--- src/rtl/primitive_assembly_indexer_core_defines.svh ---
// Assertion helpers for the primitive assembly indexer core.
`ifndef PRIMITIVE_ASSEMBLY_INDEXER_CORE_DEFINES_SVH
`define PRIMITIVE_ASSEMBLY_INDEXER_CORE_DEFINES_SVH

// Same-cycle implication, checked outside reset.
`define PAI_ASSERT_NOW(label, ante, cons, msg) \
   label: assert property (@(posedge clock) disable iff (reset) (ante) |-> (cons)) else $error(msg);

// Next-cycle implication, checked outside reset.
`define PAI_ASSERT_NEXT(label, ante, cons, msg) \
   label: assert property (@(posedge clock) disable iff (reset) (ante) |=> (cons)) else $error(msg);

`endif

--- src/rtl/pai_pkg.sv ---
package pai_pkg;

   localparam int DEF_INDEX_DEPTH       = 4096;
   localparam int DEF_VERTEX_INDEX_BITS = 16;

   // request payload layout
   localparam int ADDR_FIELD_W = 12;
   localparam int VALUE_W      = 16;
   localparam int PRIM_W       = 16;
   localparam int ADDR_LSB     = 0;
   localparam int VALUE_LSB    = ADDR_LSB + ADDR_FIELD_W;
   localparam int PRIM_LSB     = VALUE_LSB + VALUE_W;
   localparam int REQ_TDATA_W  = 48;
   localparam int RSP_TDATA_W  = 16;

   // configuration port
   localparam int CSR_IDX_W  = 2;
   localparam int CSR_DATA_W = 16;
   localparam int TOPO_W     = 3;
   localparam int COUNT_W    = 17;
   localparam int POS_W      = 18;

   localparam logic [CSR_IDX_W-1:0] CSR_PRIM_TYPE  = 2'd0;
   localparam logic [CSR_IDX_W-1:0] CSR_USE_INDEX  = 2'd1;
   localparam logic [CSR_IDX_W-1:0] CSR_ELEM_COUNT = 2'd2;

   localparam logic [TOPO_W-1:0] TOPO_TRI_LIST   = 3'd0;
   localparam logic [TOPO_W-1:0] TOPO_TRI_STRIP  = 3'd1;
   localparam logic [TOPO_W-1:0] TOPO_TRI_FAN    = 3'd2;
   localparam logic [TOPO_W-1:0] TOPO_LINE_LIST  = 3'd3;
   localparam logic [TOPO_W-1:0] TOPO_LINE_STRIP = 3'd4;

   localparam logic REQ_WRITE = 1'b0;
   localparam logic REQ_FETCH = 1'b1;

   localparam logic STATUS_OK    = 1'b0;
   localparam logic STATUS_RANGE = 1'b1;

   typedef enum logic [1:0] {
      ST_IDLE,
      ST_CHECK,
      ST_FETCH
   } state_type;

   typedef struct packed {
      logic write;        // store an index buffer entry
      logic latch;        // capture the primitive number
      logic load_err;     // load the out-of-range result
      logic read_en;      // issue an index buffer read
      logic advance;      // step to the next corner
      logic load_corner;  // load the current corner result
   } cmd_type;

   typedef struct packed {
      logic prim_ok;
      logic last_corner;
      logic out_free;
   } sts_type;

endpackage

--- src/rtl/pai_ctrl.sv ---
module pai_ctrl
   import pai_pkg::*;
(
   input  logic    clock,
   input  logic    reset,
   input  logic    req_tvalid,
   input  logic    req_tuser,
   output logic    req_tready,
   input  sts_type sts,
   output cmd_type cmd
);

   state_type state_ff;
   state_type state_in;

   always_ff @(posedge clock) begin
      if (reset) begin
         state_ff <= ST_IDLE;
      end else begin
         state_ff <= state_in;
      end
   end

   always_comb begin
      state_in = state_ff;
      unique case (state_ff)
         ST_IDLE: begin
            if (req_tvalid && req_tuser == REQ_FETCH) begin
               state_in = ST_CHECK;
            end
         end
         ST_CHECK: begin
            if (sts.prim_ok) begin
               state_in = ST_FETCH;
            end else if (sts.out_free) begin
               state_in = ST_IDLE;
            end
         end
         ST_FETCH: begin
            if (sts.out_free && sts.last_corner) begin
               state_in = ST_IDLE;
            end
         end
         default: state_in = ST_IDLE;
      endcase
   end

   always_comb begin
      req_tready = 1'b0;
      cmd        = '0;
      unique case (state_ff)
         ST_IDLE: begin
            req_tready = 1'b1;
            cmd.write  = req_tvalid && req_tuser == REQ_WRITE;
            cmd.latch  = req_tvalid && req_tuser == REQ_FETCH;
         end
         ST_CHECK: begin
            // read the first corner while the range check resolves
            cmd.read_en  = sts.prim_ok;
            cmd.load_err = !sts.prim_ok && sts.out_free;
         end
         ST_FETCH: begin
            cmd.load_corner = sts.out_free;
            cmd.advance     = sts.out_free && !sts.last_corner;
            cmd.read_en     = sts.out_free && !sts.last_corner;
         end
         default: ;
      endcase
   end

endmodule

--- config.mk ---
export PLATFORM = sky130hd
export DESIGN_NAME = pai_ctrl
export DESIGN_NICKNAME = d
export VERILOG_FILES = /design/src/rtl/primitive_assembly_indexer_core_defines.svh /design/src/rtl/pai_pkg.sv /design/src/rtl/pai_ctrl.sv
export SDC_FILE = /design/constraint.sdc
export NUM_CORES = 1
export LEC_CHECK = 0
export BUFFER_PORTS_ARGS = -buffer_cell sky130_fd_sc_hd__buf_2
export CAP_MARGIN = 20
export CORE_AREA = 2 2 39 41
export DETAILED_ROUTE_END_ITERATION = 16
export DIE_AREA = 0 0 41 43
export GPL_ROUTABILITY_DRIVEN = 0
export HOLD_SLACK_MARGIN = 0.06
export PLACE_DENSITY = 0.36
export RECOVER_POWER = 25
export SLEW_MARGIN = 20
export SYNTH_ARGS = -nofsm -noshare
export SYNTH_HDL_FRONTEND = slang
export SYNTH_SLANG_ARGS = --single-unit
--- constraint.sdc ---
create_clock -name clock -period 1.34 [get_ports clock]
set_clock_uncertainty 0.1 [all_clocks]
set_input_delay 0.134 -clock clock [delete_from_list [all_inputs] [get_ports clock]]
set_output_delay 0.134 -clock clock [all_outputs]
set_load 0.01 [all_outputs]
==> results.cfg, run 1 <==
[run_status]
status = complete, but fails checks
violations = negative setup slack

[power_and_ir_drop]
leakage_nw = 0.245
power.internal_uw = 538
power.density_nw_per_um2 = 1550
comb_power_share_pct = 71.6
ir_drop_v = 0.000752
clockPowerShare_pct = 16.0
seqPwrFrac_pct = 12.5
p_sw_share_pct = 33.5
power_switching_uw = 271

[drt]
routed_wirelength_microns = 655
viasPerCell = 4.10
drt_iter0_markers = 0
wl_per_cell_microns = 9.63
drc_errors = 0
final_antenna_net_count = 0
num_vias = 279
dr.pass1.iters = 1

[clock_network]
clkLatencyLatePin_ns = 0.22
cts_sinks = 2
cts_buffer_depth = 2
cts-root-buf = clkbuf_4
cts_buffers = 3
cts_tree = built
htree_levels = 1
path_clk_slew_ns = 0.03

[layout]
regMostFlops = state_ff
areaGrowthSynthToFinish_pct = 124
largest_register_ffs = 2
final_nets = 65
reg_top3 = state_ff (2)
drive_above_1_share_pct = 78.8
final_cell_area_sq_um = 520
diodes = 0

[worst_setup_path]
ff2ff_path_depth = 6
criticalPathCategory = reg2out
arrival_ns = 1.28
r2r-end = state_ff[1]$_SDFFE_PP0P_
start_kind = register
reg2reg_from = state_ff[0]$_SDFFE_PP0P_
r2r_slack_ns = -0.09
cpPeakStageDelay_ns = 0.32
end_kind = output pin
slowest_stage = dfxtp_2
required_ns = 1.11
cp_cell_sequence = inv_2 -> ha_4 -> and2_4 -> nor2b_4 -> o21a_1 -> buf_2
crit_fanout = 2

[synthesis]
synth_ff_type = dfxtp_1
synth_top_area_cell = ha_1
ys_seq_elements = 2
synth_edf_count = 0
syn_area_per_cell_sq_um = 8.62
synth_area_leaders = ha_1 22%, dfxtp_1 17%, nand2b_1 5.4%
yosysWarnings = 0
synth_commonest_cells = 4 x ha_1, 2 x dfxtp_1, 2 x inv_1, 2 x nand2b_1
netlist_area_sq_um = 233
synth_nets = 38
yosysMostFrequentCell = ha_1
yosysTopAreaCellShare_pct = 21.5
synth_cell_types = 21
syn_inst = 27
seq_area_frac_synth_pct = 17.2
ys_async_sr_fraction_pct = 0

[sta]
fin_crit_ns = 1.51
fin_ws_ns = -0.173
worstMarginPinSlew_ns = 0.242
slew_viol_final = 0
slew_headroom_pct = 83.7
finalCritPeriodShare_pct = 113
holdWs_ns = 0.291
hold_viol_final = 0
setup_viol = 6
fmax_mhz = 661
rsz0062_at_grt = yes

[floorplanning]
die_w_microns = 41
num_rows = 14
io_pins = 14
die_h_microns = 43
initial_core_util_pct = 16.8
dieArea_sq_um = 1760
core-area_sq_um = 1380

[min_path]
whs_path_depth = 4
hp-class = in2reg
whs_endpoint = state_ff[0]$_SDFFE_PP0P_
hp-start = req_tuser

[grt]
antenna_found_initial = 0
met3_usage_pct = 3.14
grt_pass1_wl_mm = 1.13
grt_pass1_vias = 304
met1_usage_pct = 8.92
track_usage_pct = 9.61
gr-usage-met2_pct = 16.6
grt_overflow = 0
grt_max_degree = 6
grt_busiest_layer = met2

[placed_design]
dpl_cell_area_sq_um = 369
port_buffers = 13

[flow_run]
max-cap-violations = 0
## cell type report
| cell class | count | area [sq um] |
|---|---|---|
| Inverter | 2 | 7.51 |
| Tap cell | 16 | 20.0 |
| Sequential cell | 2 | 45.0 |
| Multi-Input combinational cell | 23 | 258 |
| Clock buffer | 3 | 22.5 |
| Timing Repair Buffer | 22 | 168 |
| Fill cell | 154 | 863 |
## cell families (layout without fill, tap and decap cells)
family,count (synthesis),after routing,share of synthesized area (%)
adder cells (fa/ha/maj),4,4,21.5
AND/OR/NAND/NOR,13,13,37.1
buffers and inverters,2,27,3.23
flip-flops,2,2,17.2
multiplexers,1,1,4.30
AO/OA/AOI/OAI,5,5,16.7
## worst max path at each step
| stage | startpoint | cells after the start | slack (ns) | end |
|---|---|---|---|---|
| after CTS | state_ff[0]$_SDFFE_PP0P_ | 6 | -0.20 | cmd[2] |
| after detailed placement | state_ff[0]$_SDFFE_PP0P_ | 5 | -0.12 | state_ff[1]$_SDFFE_PP0P_ |
| after global routing | state_ff[0]$_SDFFE_PP0P_ | 6 | -0.22 | cmd[2] |
| after floorplan | state_ff[0]$_SDFFE_PP0P_ | 5 | -0.01 | state_ff[1]$_SDFFE_PP0P_ |
| final | state_ff[0]$_SDFFE_PP0P_ | 6 | -0.17 | cmd[2] |
| after global placement | state_ff[0]$_SDFFE_PP0P_ | 5 | -0.1 | state_ff[1]$_SDFFE_PP0P_ |
## power by group through the flow
stage / clock [mW] / sequential, mW / combinational (mW)
floorplan: 0 / 0.0995 / 0.228
global placement: 0 / 0.103 / 0.363
detailed placement: 0 / 0.105 / 0.363
CTS: 0.138 / 0.101 / 0.562
global route: 0.143 / 0.102 / 0.641
finish: 0.129 / 0.101 / 0.578
## worst max-delay path: cells and delay by family (launching register included)
family / cells / cell delay, ns
flops: 1 / 0.32
simple gates: 2 / 0.25
fa+ha+maj: 1 / 0.15
buf+inv: 2 / 0.18
compound gates: 1 / 0.16
## cells in the final DEF (no fill, tap or decap), types with 2 or more instances in the layout
master / n
buf_2: 9
buf_6: 6
buf_4: 6
ha_4: 3
clkbuf_4: 3
and2_4: 2
inv_2: 2
nand2b_1: 2
## metrics by stage
| stage | utilization (%) | cells | total power [mW] | setup WS, ns | TNS (ns) |
|---|---|---|---|---|---|
| final | 37.6 | 68 | 0.808 | -0.173 | -0.593 |
| after global routing | 37.6 | 68 | 0.886 | -0.222 | -0.971 |
| after CTS | 37.0 | 68 | 0.801 | -0.201 | -0.705 |
| after detailed placement | 26.7 | 60 | 0.467 | -0.121 | -0.322 |
| after global placement | 26.7 | 60 | 0.466 | -0.0984 | -0.270 |
| after floorplan | - | 27 | 0.327 | -0.0104 | -0.0104 |
## repair_timing
item / in CTS / in global routing
setup endpoints to repair: 8 / 8
gates resized for setup: 17 / 2
setup buffers: 4 / 0
endpoints found under the hold margin: 1 / 0
pin swaps: 2 / 1
hold buffers: 1 / 0
## per-layer routing
layer  wire, microns  share of wire, %
met5               0                 0
met1             273                42
met4               0                 0
met2             350                53
met3              31               4.7
No activity file was read; power rests on OpenSTA's default activity.
==> run 2: changes to the inputs <==
Settings changed: REMOVE_ABC_BUFFERS from default to 1.
==> run 2 against run 1 <==
Register-to-register slack about the same. Via count down 1.1%. The run still ends with negative setup slack left. Total power down 1.8%. Clock power up 5%. Fmax about the same. Clock-buffer cell count unchanged. Cell count down 4.4%. Non-clock buffer count down 3. Wire length up 1.1%. First-iteration DRC count unchanged. Sequential cell count unchanged.
==> results.cfg, run 2 (synthesis gave the netlist of run 1 again) <==
[sta]
slew_headroom_pct = 84.2
slew_viol_final = 0
setup_viol = 6
rsz0062_at_grt = yes
hold_viol_final = 0
tns_ns = -0.506
fin_ws_ns = -0.172
fmax_mhz = 662
fin_crit_ns = 1.51
holdWs_ns = 0.290
worstMarginPinSlew_ns = 0.237
finalCritPeriodShare_pct = 113

[layout]
reg_top3 = state_ff (2)
final_common_cell = buf_2
drive_above_1_share_pct = 77.6
layout.cells.non_filler = 65
diodes = 0
areaGrowthSynthToFinish_pct = 112
layout_common_cells = 10 x buf_2, 5 x buf_6, 3 x ha_4, 3 x clkbuf_4, 3 x buf_4
final_nets = 62
final_core_utilization_pct = 35.7
largest_register_ffs = 2
fillers = 148
final_cell_area_sq_um = 494
regMostFlops = state_ff

[worst_setup_path]
crit_fanout = 2
reg2reg_from = state_ff[0]$_SDFFE_PP0P_
r2r_slack_ns = -0.08
worstSetupEndpoint = cmd[2]
end_kind = output pin
arrival_ns = 1.28
r2r-end = state_ff[1]$_SDFFE_PP0P_
crit_start = state_ff[0]$_SDFFE_PP0P_
start_kind = register
ff2ff_path_depth = 6
required_ns = 1.11
criticalPathCategory = reg2out

[run_status]
violations = negative setup slack
status = complete, but fails checks

[floorplanning]
core-area_sq_um = 1380
die_w_microns = 41
die_h_microns = 43
dieArea_sq_um = 1760
num_rows = 14
io_pins = 14
initial_core_util_pct = 16.8

[clock_network]
path_clk_slew_ns = 0.03
clkLatencyLatePin_ns = 0.23
cts-root-buf = clkbuf_4
cts_sinks = 2
cts_buffers = 3
htree_levels = 1
cts_tree = built
cts_buffer_depth = 2

[placed_design]
dpl_cell_area_sq_um = 340
dp_cells = 59
place_ws_ns = -0.126
hpwl_microns = 471
port_buffers = 13

[drt]
drt_iter0_markers = 0
routed_wirelength_microns = 662
drc_errors = 0
viasPerCell = 4.25
final_antenna_net_count = 0
dr.pass1.iters = 1
wl_per_cell_microns = 10.2
num_vias = 276

[power_and_ir_drop]
total_power_uw = 794
power_switching_uw = 276
clockPowerShare_pct = 17.0
comb_power_share_pct = 70.2
p_sw_share_pct = 34.8
leakage_nw = 0.230
seqPwrFrac_pct = 12.8
power.internal_uw = 518
ir_drop_v = 0.000790
power.density_nw_per_um2 = 1610

[grt]
antenna_found_initial = 0
grt_pass1_wl_mm = 1.08
grt_max_degree = 6
grt_pass1_vias = 276
track_usage_pct = 9.20
grt_overflow = 0

[flow_run]
max-cap-violations = 0

[min_path]
hp-class = in2reg
==> run 2: cell count changes in the layout (fill, tap and decap cells not counted), sizes merged <==
cell	delta
buf	-3
==> run 2: layout make-up <==
cell class                 count  area (sq um)  share of cell area, %
multi-input combinational     23           258                   52.2
timing repair buffer          19           139                   28.1
sequential                     2          45.0                   9.11
clock buffer                   3          22.5                   4.56
tap                           16          20.0                   4.05
inverter                       2          10.0                   2.03
==> run 2: worst min-delay path by stage <==
stage | start | end | slack, ns | depth (start not counted)
floorplan | reset | state_ff[1]$_SDFFE_PP0P_ | 0.10 | 1
global placement | reset | state_ff[1]$_SDFFE_PP0P_ | 0.22 | 2
detailed placement | reset | state_ff[1]$_SDFFE_PP0P_ | 0.23 | 2
CTS | sts[2] | state_ff[0]$_SDFFE_PP0P_ | 0.29 | 4
global route | req_tvalid | state_ff[0]$_SDFFE_PP0P_ | 0.33 | 4
finish | sts[2] | state_ff[0]$_SDFFE_PP0P_ | 0.29 | 4
==> run 2: repair_timing <==
item                                    in CTS  in global routing
hold endpoints to repair                     1                  0
gates resized for setup                     26                  1
endpoints found under the setup margin       9                  8
setup buffers                                2                  0
hold buffers                                 1                  0
pin swaps                                    7                  1
==> run 2: layer usage <==
layer / up-vias / GRT usage [%] / routed length (microns)
met3: 0 / 6.28 / 68
met1: 125 / 9.52 / 267
met2: 12 / 14.7 / 326
met5: - / 0 / 0
li1: 139 / - / -
met4: 0 / 2.00 / 0
==> run 2: power by group through the flow <==
stage	clock, mW	sequential (mW)	combinational, mW
final	0.135	0.102	0.557
after global routing	0.151	0.105	0.622
after CTS	0.141	0.101	0.534
after detailed placement	0	0.0900	0.334
after global placement	0	0.0913	0.330
after floorplan	0	0.0927	0.193
==> run 2: worst max-delay path, cell delays in order, from the launching register on <==
cell and delay, ns:
dfxtp_2 0.32, inv_2 0.05, ha_4 0.15, and2_4 0.13, nor2b_4 0.12, o21a_1 0.15, buf_2 0.13
